<file path="config.mk">
export PLATFORM = sky130hd
export DESIGN_NAME = continued_fraction_rational_approx
export DESIGN_NICKNAME = d
export VERILOG_FILES = /design/src/rtl/cfra_pkg.sv /design/src/rtl/cfra_unit.sv /design/src/rtl/continued_fraction_rational_approx.sv
export SDC_FILE = /design/constraint.sdc
export NUM_CORES = 2
export LEC_CHECK = 0
export CAP_MARGIN = 0
export CORE_ASPECT_RATIO = 1.25
export CORE_MARGIN = 4
export CORE_UTILIZATION = 35
export CTS_CLUSTER_DIAMETER = 150
export CTS_CLUSTER_SIZE = 20
export DETAILED_ROUTE_END_ITERATION = 8
export DONT_BUFFER_PORTS = 1
export GPL_TIMING_DRIVEN = 0
export PLACE_DENSITY = 0.49
export RECOVER_POWER = 100
export SLEW_MARGIN = 20
export SYNTH_ARGS = -nofsm -noshare
export SYNTH_HDL_FRONTEND = slang
export SYNTH_HIERARCHICAL = 1
export SYNTH_SLANG_ARGS = --single-unit
</file>
<file path="constraint.sdc">
create_clock -name clk -period 15.25 [get_ports clk]
set_input_delay 0.7625 -clock clk [delete_from_list [all_inputs] [get_ports clk]]
set_output_delay 0.7625 -clock clk [all_outputs]
set_load 0.01 [all_outputs]
</file>
<file path="src/rtl/cfra_pkg.sv">
`timescale 1ns / 1ps

package cfra_pkg;

  localparam int FRAC_BITS   = 32;
  localparam int VALUE_WIDTH = 64;
  localparam int MAX_TERMS   = 128;
  localparam int WORD_W      = 64;
  localparam int CNT_W       = 6;
  localparam int TERM_W      = 8;
  localparam int DENOM_W     = 33;
  localparam int TOL_W       = 6;
  localparam int CFG_DATA_W  = 8;
  localparam int OUT_DATA_W  = 112;

  localparam logic CFG_TOL_SHIFT  = 1'b0;
  localparam logic CFG_TERM_LIMIT = 1'b1;

  typedef enum logic {
    OP_DIV,
    OP_MUL
  } cfra_op_t;

  typedef struct packed {
    logic     start;
    cfra_op_t op;
  } cfra_cmd_t;

  typedef enum logic [2:0] {
    S_IDLE,
    S_CHECK,
    S_DIV,
    S_MULH,
    S_MULK,
    S_MULE,
    S_OUT
  } cfra_state_t;

endpackage

</file>
<file path="src/rtl/cfra_unit.sv">
`timescale 1ns / 1ps

// Shared bit-serial arithmetic unit: restoring divide or shift-add multiply,
// one bit per cycle over a 64-bit operand. For a divide, res_lo is the
// quotient and res_hi the remainder; for a multiply, {res_hi, res_lo} is the
// full product.
module cfra_unit (
  input  logic                                  clk,
  input  logic                                  rst_n,
  input  cfra_pkg::cfra_cmd_t                   cmd,
  input  logic [cfra_pkg::WORD_W-1:0]           a,
  input  logic [cfra_pkg::WORD_W-1:0]           b,
  output logic                                  done,
  output logic [cfra_pkg::WORD_W-1:0]           res_lo,
  output logic [cfra_pkg::WORD_W-1:0]           res_hi
);

  localparam int W = cfra_pkg::WORD_W;

  cfra_pkg::cfra_op_t      op_r;
  logic                    busy_r;
  logic                    done_r;
  logic [cfra_pkg::CNT_W-1:0] cnt_r;
  logic [W-1:0]            x_r;
  logic [W-1:0]            b_r;
  logic [2*W-1:0]          acc_r;

  logic [W:0]              div_t;
  logic [W:0]              div_diff;
  logic                    div_ge;
  logic [2*W-1:0]          mul_sum;

  always_comb begin
    div_t    = {acc_r[W-1:0], x_r[W-1]};
    div_ge   = div_t >= {1'b0, b_r};
    div_diff = div_t - {1'b0, b_r};
    mul_sum  = {acc_r[2*W-2:0], 1'b0} + (x_r[W-1] ? {{W{1'b0}}, b_r} : {(2*W){1'b0}});
  end

  always_ff @(posedge clk) begin
    if (!rst_n) begin
      busy_r <= 1'b0;
      done_r <= 1'b0;
      cnt_r  <= '0;
    end else begin
      done_r <= 1'b0;
      if (cmd.start) begin
        busy_r <= 1'b1;
        cnt_r  <= '0;
      end else if (busy_r) begin
        cnt_r <= cnt_r + 1'b1;
        if (cnt_r == {cfra_pkg::CNT_W{1'b1}}) begin
          busy_r <= 1'b0;
          done_r <= 1'b1;
        end
      end
    end
  end

  always_ff @(posedge clk) begin
    if (cmd.start) begin
      op_r  <= cmd.op;
      x_r   <= a;
      b_r   <= b;
      acc_r <= '0;
    end else if (busy_r) begin
      case (op_r)
        cfra_pkg::OP_DIV: begin
          x_r   <= {x_r[W-2:0], div_ge};
          acc_r <= {{W{1'b0}}, (div_ge ? div_diff[W-1:0] : div_t[W-1:0])};
        end
        cfra_pkg::OP_MUL: begin
          x_r   <= {x_r[W-2:0], 1'b0};
          acc_r <= mul_sum;
        end
        default: begin
          x_r <= x_r;
        end
      endcase
    end
  end

  assign done   = done_r;
  assign res_lo = (op_r == cfra_pkg::OP_DIV) ? x_r : acc_r[W-1:0];
  assign res_hi = (op_r == cfra_pkg::OP_DIV) ? acc_r[W-1:0] : acc_r[2*W-1:W];

endmodule

</file>
<file path="src/rtl/continued_fraction_rational_approx.sv">
`timescale 1ns / 1ps

// Channel | Ports                         | Contents
// in      | in_tvalid/in_tready/in_tdata   | value
// out     | out_tvalid/out_tready/out_tdata| numer, denom, term_count, found
// cfg     | cfg_we/cfg_index/cfg_wdata     | tol_shift, term_limit
//
// Each term takes one check state plus one divide and three multiplies, each over the
// full 64-bit operand on the shared bit-serial unit. An item ended by the term limit
// passes through the check state once more before its output.
// Reset sets tol_shift to 43 and term_limit to 128 and empties the output.
// One item is worked at a time; a finished result waits in the output register
// and a new item is taken while it waits. Output stalls hold the sequencer only.
module continued_fraction_rational_approx (
  input  logic         clk,
  input  logic         rst_n,
  input  logic         in_tvalid,
  output logic         in_tready,
  input  logic [63:0]  in_tdata,   // [63:0] value
  output logic         out_tvalid,
  input  logic         out_tready,
  output logic [111:0] out_tdata,  // [63:0] numer, [96:64] denom, [104:97] term_count,
                                   // [105] found, [111:106] zero
  input  logic         cfg_we,
  input  logic         cfg_index,
  input  logic [7:0]   cfg_wdata
);

  localparam int W = cfra_pkg::WORD_W;

  cfra_pkg::cfra_state_t state_r, state_nxt;
  cfra_pkg::cfra_cmd_t   cmd;

  logic [cfra_pkg::TOL_W-1:0]  tol_shift_r;
  logic [cfra_pkg::TERM_W-1:0] term_limit_r;
  logic [cfra_pkg::TERM_W-1:0] limit_r;
  logic [cfra_pkg::TERM_W-1:0] count_r;
  logic        neg_r;
  logic        ok_r;
  logic [W-1:0] m_r, p_r, q_r, s_r, r_r;
  logic [W-1:0] h_r, h1_r, h2_r, k_r, k1_r, k2_r;

  logic [W-1:0] op_a, op_b;
  logic         u_done;
  logic [W-1:0] u_lo, u_hi;
  logic [W-1:0] k_new;
  logic [2*W-1:0] err_sh;
  logic         tol_met;

  logic                         out_valid_r;
  logic [W-1:0]                 out_numer_r;
  logic [cfra_pkg::DENOM_W-1:0] out_denom_r;
  logic [cfra_pkg::TERM_W-1:0]  out_count_r;
  logic                         out_found_r;

  logic in_fire, out_free;

  assign in_tready = (state_r == cfra_pkg::S_IDLE);
  assign in_fire   = in_tvalid && in_tready;
  assign out_free  = !out_valid_r || out_tready;

  assign k_new   = u_lo + k2_r;
  assign err_sh  = {{W{1'b0}}, r_r} << tol_shift_r;
  assign tol_met = err_sh <= {u_hi, u_lo};

  always_ff @(posedge clk) begin
    if (!rst_n) begin
      tol_shift_r  <= cfra_pkg::TOL_W'(43);
      term_limit_r <= cfra_pkg::TERM_W'(128);
    end else if (cfg_we) begin
      case (cfg_index)
        cfra_pkg::CFG_TOL_SHIFT:  tol_shift_r  <= cfg_wdata[cfra_pkg::TOL_W-1:0];
        cfra_pkg::CFG_TERM_LIMIT: term_limit_r <= cfg_wdata;
        default: tol_shift_r <= tol_shift_r;
      endcase
    end
  end

  // Next state.
  always_comb begin
    state_nxt = state_r;
    case (state_r)
      cfra_pkg::S_IDLE:  if (in_fire) state_nxt = cfra_pkg::S_CHECK;
      cfra_pkg::S_CHECK: begin
        if (count_r < limit_r && q_r != '0) state_nxt = cfra_pkg::S_DIV;
        else state_nxt = cfra_pkg::S_OUT;
      end
      cfra_pkg::S_DIV:   if (u_done) state_nxt = cfra_pkg::S_MULH;
      cfra_pkg::S_MULH:  if (u_done) state_nxt = cfra_pkg::S_MULK;
      cfra_pkg::S_MULK:  if (u_done) state_nxt = cfra_pkg::S_MULE;
      cfra_pkg::S_MULE: begin
        if (u_done) state_nxt = tol_met ? cfra_pkg::S_OUT : cfra_pkg::S_CHECK;
      end
      cfra_pkg::S_OUT:   if (out_free) state_nxt = cfra_pkg::S_IDLE;
      default: state_nxt = cfra_pkg::S_IDLE;
    endcase
  end

  // Unit commands.
  always_comb begin
    cmd.start = 1'b0;
    cmd.op    = cfra_pkg::OP_MUL;
    op_a      = s_r;
    op_b      = h1_r;
    case (state_r)
      cfra_pkg::S_CHECK: begin
        cmd.start = count_r < limit_r && q_r != '0;
        cmd.op    = cfra_pkg::OP_DIV;
        op_a      = p_r;
        op_b      = q_r;
      end
      cfra_pkg::S_DIV: begin
        cmd.start = u_done;
        op_a      = u_lo;
        op_b      = h1_r;
      end
      cfra_pkg::S_MULH: begin
        cmd.start = u_done;
        op_a      = s_r;
        op_b      = k1_r;
      end
      cfra_pkg::S_MULK: begin
        cmd.start = u_done;
        op_a      = k_new;
        op_b      = m_r;
      end
      default: cmd.start = 1'b0;
    endcase
  end

  cfra_unit u_unit (
    .clk    (clk),
    .rst_n  (rst_n),
    .cmd    (cmd),
    .a      (op_a),
    .b      (op_b),
    .done   (u_done),
    .res_lo (u_lo),
    .res_hi (u_hi)
  );

  always_ff @(posedge clk) begin
    if (!rst_n) begin
      state_r     <= cfra_pkg::S_IDLE;
      out_valid_r <= 1'b0;
    end else begin
      state_r <= state_nxt;
      if (state_r == cfra_pkg::S_OUT && out_free) out_valid_r <= 1'b1;
      else if (out_tready) out_valid_r <= 1'b0;
    end
  end

  always_ff @(posedge clk) begin
    case (state_r)
      cfra_pkg::S_IDLE: begin
        if (in_fire) begin
          neg_r   <= in_tdata[cfra_pkg::VALUE_WIDTH-1];
          m_r     <= in_tdata[cfra_pkg::VALUE_WIDTH-1] ? (~in_tdata + 1'b1) : in_tdata;
          p_r     <= in_tdata[cfra_pkg::VALUE_WIDTH-1] ? (~in_tdata + 1'b1) : in_tdata;
          q_r     <= W'(1) << cfra_pkg::FRAC_BITS;
          h1_r    <= W'(1);
          h2_r    <= '0;
          k1_r    <= '0;
          k2_r    <= W'(1);
          h_r     <= '0;
          k_r     <= W'(1);
          count_r <= '0;
          ok_r    <= 1'b0;
          limit_r <= (term_limit_r > cfra_pkg::TERM_W'(cfra_pkg::MAX_TERMS)) ?
                     cfra_pkg::TERM_W'(cfra_pkg::MAX_TERMS) : term_limit_r;
        end
      end
      cfra_pkg::S_DIV: begin
        if (u_done) begin
          s_r <= u_lo;
          r_r <= u_hi;
        end
      end
      cfra_pkg::S_MULH: begin
        if (u_done) h_r <= u_lo + h2_r;
      end
      cfra_pkg::S_MULK: begin
        if (u_done) begin
          k_r     <= k_new;
          h2_r    <= h1_r;
          h1_r    <= h_r;
          k2_r    <= k1_r;
          k1_r    <= k_new;
          count_r <= count_r + 1'b1;
        end
      end
      cfra_pkg::S_MULE: begin
        if (u_done) begin
          if (tol_met) begin
            ok_r <= 1'b1;
          end else begin
            p_r <= q_r;
            q_r <= r_r;
          end
        end
      end
      cfra_pkg::S_OUT: begin
        if (out_free) begin
          out_numer_r <= neg_r ? (W'(0) - h_r) : h_r;
          out_denom_r <= k_r[cfra_pkg::DENOM_W-1:0];
          out_count_r <= count_r;
          out_found_r <= ok_r;
        end
      end
      default: ok_r <= ok_r;
    endcase
  end

  assign out_tvalid = out_valid_r;
  assign out_tdata  = {6'b0, out_found_r, out_count_r, out_denom_r, out_numer_r};

`ifndef SYNTHESIS
  a_done_in_wait: assert property (@(posedge clk) disable iff (!rst_n)
    u_done |-> (state_r == cfra_pkg::S_DIV || state_r == cfra_pkg::S_MULH ||
                state_r == cfra_pkg::S_MULK || state_r == cfra_pkg::S_MULE))
    else $error("unit finished outside a wait state");

  a_one_item: assert property (@(posedge clk) disable iff (!rst_n)
    in_fire |=> !in_tready)
    else $error("second item taken while one is being worked");

  a_count_bound: assert property (@(posedge clk) disable iff (!rst_n)
    $rose(out_valid_r) |-> out_count_r <= cfra_pkg::TERM_W'(cfra_pkg::MAX_TERMS))
    else $error("term count above the limit");

  a_found_terms: assert property (@(posedge clk) disable iff (!rst_n)
    $rose(out_valid_r) && out_found_r |-> out_count_r != '0)
    else $error("found set with no term taken");
`endif

endmodule
</file>
# --- Yosys cells after proc, flatten, opt, wreduce, memory -nomap -nowiden ---
# Index checks and enable logic that the tools add are counted.
# W data, S select, Z words.
classes:
  n_lt_le_gt_ge: 4
  n_bitwise: 5
  mux: 57
  eq_ne: 15
  shifts: 1
  n_reduce_logical: 25
  n_addsub: 8
op_table:
  columns: ["cell", "n"]
  rows:
  - ["$mux W64", 21]
  - ["$pmux W64 S2", 8]
  - ["$pmux W64 S3", 2]
  - ["$pmux W128 S2", 1]
  - ["$add A128 B64 Y128", 1]
  - ["$add A64 B64 Y64", 2]
  - ["$le A128 B128 Y1", 1]
  - ["$shl A64 B6 Y128", 1]
  - ["$pmux W33 S2", 1]
  - ["$ge A65 B64 Y1", 1]
  - ["$add A64 B1 Y64 const B", 1]
  - ["$not A64 Y64", 1]
  - ["$reduce_bool A64 Y1", 1]
  - ["$sub A1 B64 Y64 const A", 1]
  - ["$sub A64 B64 Y64", 1]
  - ["$mux W3", 8]
  - ["$pmux W3 S7", 1]
  - ["$mux W8", 2]
  - ["$pmux W8 S2", 1]
  - ["$mux W1", 10]
  - ["$ne A2 B1 Y1 const B", 5]
  - ["$reduce_and A2 Y1", 5]
  - ["$reduce_bool A2 Y1", 5]
  - ["$eq A3 B3 Y1 const B", 3]
  - ["other kinds (19)", 31]
word_totals:
  in_bits: 78
  out_inout_bits: 114
  word_cells: 145
  reg_bits: 1080

# --- Longest topological paths before layout ---
depth:
  depth_word: 5
  mapped_depth: 22
  mapped_depth_nobuf: 20

# --- Modules after synthesis ---
# Netlist, hierarchy kept.
modules_own_cells:
  columns: ["module", "area_each_um2", "cells_each", "instances", "seq_area_each_um2"]
  rows:
  - ["continued_fraction_rational_approx", 48731.7, 4678, 1, 23332.4]
  - ["cfra_unit", 21954.8, 2625, 1, 6596.3]

# --- Least setup slack after synthesis ---
# Ideal clock, no wire load.
synth_path:
  path_kind: "register to register"
  start: "reg state_r[2]"
  end: "reg count_r[0] (netlist name) (enable)"
  synth_period_minus_slack_ns: 14.456
  path_slack_ns: 0.794
  t_required_ns: 14.302
  n_path_buf: 2
  setup_ns: 0.948
  t_arrival_ns: 13.509
  path_stages_with_launch: 7
  cell_sequence: "dfxtp_1 > clkinv_1 > nor2_1 > nand2_1 > clkbuf_1 > buf_1 > o21bai_1"
synth_between:
  elab_chain_len: 4
  elab_cells_between_ends: 7
  cone_classes: "3 x eq/ne; 4 x reduce/logical"
synth_rtl:
  columns: ["element", "line", "text"]
  rows:
  - ["from (decl)", "continued_fraction_rational_approx.sv:31", "cfra_pkg::cfra_state_t state_r, state_nxt;"]
  - ["from (signal assigned)", "continued_fraction_rational_approx.sv:144", "state_r <= cfra_pkg::S_IDLE;"]
  - ["from (signal assigned)", "continued_fraction_rational_approx.sv:147", "state_r <= state_nxt;"]
  - ["$logic_not A3 Y1", "continued_fraction_rational_approx.sv:58, continued_fraction_rational_approx.sv:154", null]
  - ["$logic_and A1 B1 Y1", "continued_fraction_rational_approx.sv:59", "assign in_fire = in_tvalid && in_tready;"]
  - ["$ne A2 B1 Y1 (no source line)", null, null]
  - ["$reduce_and A3 Y1 (no source line) (*)", null, null]
  - ["to (signal assigned)", "continued_fraction_rational_approx.sv:189", "count_r <= count_r + 1'b1;"]
  - ["to (decl)", "continued_fraction_rational_approx.sv:37", "logic [cfra_pkg::TERM_W-1:0] count_r;"]
# Mark *: on every way between the ends. The rest lies on a longest branch, timed or not.
# A chain may end at the register's enable or synchronous reset.

# --- Final worst setup path ---
layout_path:
  start: "reg tol_shift_r[1] (netlist name)"
  end: "reg p_r[6] (enable)"
layout_between:
  elab_chain_len: 4
layout_rtl:
  columns: ["element", "line", "text"]
  rows:
  - ["from (decl)", "continued_fraction_rational_approx.sv:34", "logic [cfra_pkg::TOL_W-1:0] tol_shift_r;"]
  - ["from (signal assigned)", "continued_fraction_rational_approx.sv:68", "tol_shift_r <= cfra_pkg::TOL_W'(43);"]
  - ["from (signal assigned)", "continued_fraction_rational_approx.sv:72", "cfra_pkg::CFG_TOL_SHIFT: tol_shift_r <= cfg_wdata[cfra_pkg::TOL_W-1:0];"]
  - ["from (signal assigned)", "continued_fraction_rational_approx.sv:74", "default: tol_shift_r <= tol_shift_r;"]
  - ["$shl A64 B6 Y128", "continued_fraction_rational_approx.sv:63", "assign err_sh = {{W{1'b0}}, r_r} << tol_shift_r;"]
  - ["$le A128 B128 Y1", "continued_fraction_rational_approx.sv:64", "assign tol_met = err_sh <= {u_hi, u_lo};"]
  - ["$ne A2 B2 Y1 (no source line)", null, null]
  - ["$reduce_and A4 Y1 (no source line)", null, null]
  - ["to (signal assigned)", "continued_fraction_rational_approx.sv:159", "p_r <= in_tdata[cfra_pkg::VALUE_WIDTH-1] ? (~in_tdata + 1'b1) : in_tdata;"]
  - ["to (signal assigned)", "continued_fraction_rational_approx.sv:197", "p_r <= q_r;"]
  - ["to (decl)", "continued_fraction_rational_approx.sv:40", "logic [W-1:0] m_r, p_r, q_r, s_r, r_r;"]
# No other way between the ends.

==> results.md <==
- Worst Hold Class: in -> reg
- Post-Synthesis Cells: 7,303
- Yosys cell types: 114
- CP max-delay cell: clkbuf_1
- Depth of the most critical reg-to-reg path: 19
- Setup Crit Path Kind: reg -> reg
- Layout cells sized above 1: 5.09%
- Leak: 28.5 nW
- Crit path buffers/inverters: 4
- Critical Path Start Type: flop
- DIE HEIGHT: 510 um
- Vias in the first global route: 59.9k
- Mapped cell area: 70,700 sq um
- Setup violators final: 0
- Share of the synthesized area in the top cell type: 38.0%
- CP cell instances: clkbuf_1, clkbuf_1, clkbuf_1, mux4_2, mux2i_1, nand2_1, o21ai_0, nor2_1, nor2_1, mux2i_1, ha_1, nand4_1, or4_1, o211ai_1, a311o_1, a211oi_1, a21oi_1, a31o_1, clkbuf_1
- Antenna Nets Post-Route: 0
- Fin crit share: 73.2%
- Yosys reg bits: 1,048
- Asr flop ratio synth: 0%
- MaxCap Viol Count: 11
- CTS H-tree lvls: 2
- Max-slew headroom: -114%
- Failing checks: max-capacitance violations, max-slew violations
- Setup Fix Bufs, Post-CTS: 0
- Routed vias: 62.1k
- Top FF cell, synth: edfxtp_1
- Slew @ Worst Pin: 3.21 ns
- Critical Path AT: 11.48 ns
- Worst-Skew Late Latency: 0.79 ns
- Drt first pass iters: 6
- Psw: 9.26 mW
- Status: finished, violations left
- Peak Freq: 0.0896 GHz
- Die area: 209,000 sq um
- CORE AREA: 201,000 sq um
- EDFF count, synth: 894
- Final hold vios: 0
- Area Growth Syn to Fin: 7.71%
- Largest cells by area after synthesis: edfxtp_1 (38%), ha_1 (6.9%), dfxtp_1 (4.4%)
- Clk_skew: 0.0503 ns
- Non-filler cells, final: 10.2k
- Yosys top cell by area: edfxtp_1
- Hold path endpoint: neg_r$_DFFE_PP_
- GR Overflow Total: 0
- Max stage delay on crit path: 2.14 ns
- PwrDens: 229 nW/um^2
- Worst hold stages: 0
- Initial antenna violation count: 54
- DRT iter0 DRCs: 7,060
- WL final: 358,000 um
- Flop pwr share: 30.1%
- Routed WL per cell: 35.1 um
- Hold path start: in_tdata[63]
- Post-CTS Resized: 0
- Dpl cells: 10.1k
- Syn. warnings: 6
- CTS tree: built
- Part of the Yosys area used for sequential elements: 42.3%
- IO buf count: 0
- Reg2Reg Launch Point: tol_shift_r[1]$_SDFFE_PN1P_
- Site row count: 184
- Gate power share: 59.5%
- P_int: 8.21 mW
- Cts hold-fix bufs: 0
- Clock group share of total power: 10.4%
- Worst-path fanout max: 48
- Via density: 6.09
- Crit. End Element: flop
- Starting Density: 35.2%
- Die Span X: 410 um
- I/O pin cnt: 192
- GP Congestion: 1.06
- First-pass GRT wire length: 484,000 um
- CTS Buf Count: 59
- WP data required: 15.57 ns
- Reg2reg end: p_r[6]$_DFFE_PP_
- HPWL Detailed: 296,000 um
- Clock tree root driver cell: clkbuf_16
- GRT Total Usage: 33.0%
- R2R Setup Slk: 4.09 ns
- Post-route minimum period: 11.16 ns
- Largest net degree at the start of global routing: 56
- Final Max Slew Viols: 388
- CTS Sinks: 1,048
- Nets@finish: 7,890
- Sw Ratio: 53.0%
- Most common cell on crit path: clkbuf_1
- Delay-heaviest family, CP: buffers and inverters
- Final Power: 17.5 mW
- Syn_area_per_cell: 9.68 sq um
- Clock Pin Slew Worst Setup and Hold Paths: 0.09 ns
- # DRC: 0
- VDD IR max: 0.123 mV
- Clock Tree Buf Depth: 3
- RSZ-0062 raised after global routing: false
worst reg2reg max path, stage by stage (launching register included):
cell,delay (ns)
dfxtp_1,0.32
clkbuf_1,0.65
clkbuf_1,0.80
clkbuf_1,0.82
mux4_2,0.45
mux2i_1,0.56
nand2_1,0.11
o21ai_0,0.18
nor2_1,0.09
nor2_1,0.51
mux2i_1,0.30
ha_1,0.38
nand4_1,0.17
or4_1,0.53
o211ai_1,0.14
a311o_1,0.31
a211oi_1,0.24
a21oi_1,0.56
a31o_1,1.36
clkbuf_1,2.15
power by group through the flow:
| stage | Clock [mW] | Combinational [mW] | Sequential, mW |
|---|---|---|---|
| floorplan | 0 | 6.45 | 4.74 |
| global placement | 0 | 10.0 | 5.53 |
| detailed placement | 0 | 10.3 | 5.21 |
| CTS | 1.85 | 10.3 | 5.16 |
| global route | 1.93 | 11.0 | 5.26 |
| finish | 1.81 | 10.4 | 5.26 |
sequential cells by signal (all words and copies together) (netlist names), 33 cells and up:
signal,flops
p_r,64
out_denom_r,33
h2_r,64
u_unit/acc_r,128
k1_r,64
m_r,64
k2_r,64
u_unit/b_r,64
h1_r,64
q_r,64
s_r,64
h_r,64
u_unit/x_r,64
r_r,64
out_numer_r,64
routing by layer:
| layer | wire length, um | part of all wire, % | global-route usage (%) |
|---|---|---|---|
| met1 | 135000 | 38 | 39.0 |
| met2 | 161000 | 45 | 52.7 |
| met3 | 27600 | 7.7 | 6.31 |
| met4 | 34600 | 9.7 | 26.4 |
| met5 | 115 | 0.032 | 0 |
Yosys cell counts (26+ instances only):
cell type and n:
nor2b_1 53, or4_1 26, o21a_1 46, or2_2 27, nand2b_1 46, inv_1 285, mux4_2 51, a21oi_1 475
o21bai_1 56, o22a_1 90, a31oi_1 63, nor3_1 120, or3_1 43, nand2_1 568, and2_1 39, dfxtp_1 154
mux2i_1 169, a221o_1 72, buf_1 45, xnor2_1 274, o21ai_0 403, nor4_1 51, nand4_1 122, o22ai_1 53
a21o_1 205, xor2_1 119, a21boi_0 26, and3_1 308, o211ai_1 50, mux2_2 227, nand3_1 133, o31ai_1 55
a211oi_1 47, clkbuf_1 353, edfxtp_1 894, ha_1 392, nor2_1 781
through the flow:
step	hold WS, ns	util [%]	worst slack, ns	area (sq um)	setup TNS (ns)
2_1_floorplan	0.400	-	0.794	70700	0
3_3_place_gp	0.405	36.9	-8.45	74100	-2748.85
3_5_place_dp	0.413	37.3	6.83	75000	0
4_1_cts	0.0502	38.2	6.81	76700	0
5_1_grt	0.0564	37.8	3.95	76000	0
6_report	0.0672	37.9	4.09	76100	0
how the worst max path moves through the flow:
stage	startpoint	cells after the start	end	slack [ns]
CTS	tol_shift_r[1]$_SDFFE_PN1P_	21	p_r[6]$_DFFE_PP_	6.81
detailed placement	tol_shift_r[1]$_SDFFE_PN1P_	21	p_r[5]$_DFFE_PP_	6.83
global route	tol_shift_r[1]$_SDFFE_PN1P_	19	q_r[14]$_SDFFCE_PN0P_	3.95
global placement	state_r[2]$_SDFFE_PN0P_	6	h2_r[5]$_SDFFCE_PN0P_	-8.45
finish	tol_shift_r[1]$_SDFFE_PN1P_	19	p_r[6]$_DFFE_PP_	4.09
floorplan	state_r[2]$_SDFFE_PN0P_	6	count_r[0]$_SDFFCE_PN0P_	0.79
layout make-up:
cell class	count	area [sq um]
Antenna cell	47	118
Buffer	435	1720
Clock buffer	91	1620
Clock inverter	5	88.8
Fill cell	20300	125000
Inverter	293	1100
Multi-Input combinational cell	5532	38000
Sequential cell	1048	29900
Tap cell	2697	3370
Timing Repair Buffer	47	234
cells in the final DEF, fill, tap and decap left out, drive strengths merged, types with 274 or more instances in the layout:
master	netlist	routed
nor2	782	782
xnor2	274	274
ha	392	392
a21oi	477	477
inv	289	292
o21ai	425	425
edfxtp	894	894
clkbuf	355	507
and3	308	308
nand2	569	569
logic make-up (layout without fill, tap and decap cells):
logic type / after synthesis / in the layout / share of synthesized area (%)
AO/OA/AOI/OAI: 1880 / 1880 / 17.6
XOR/XNOR: 393 / 393 / 4.87
AND/OR/NAND/NOR: 2409 / 2409 / 16.5
multiplexers: 448 / 448 / 7.66
other: 1 / 53 / 0.00531
adder cells (fa/ha/maj): 396 / 396 / 7.05
flip-flops: 1048 / 1048 / 42.3
buffers and inverters: 728 / 871 / 3.97
(Power assumes the default switching activity.)
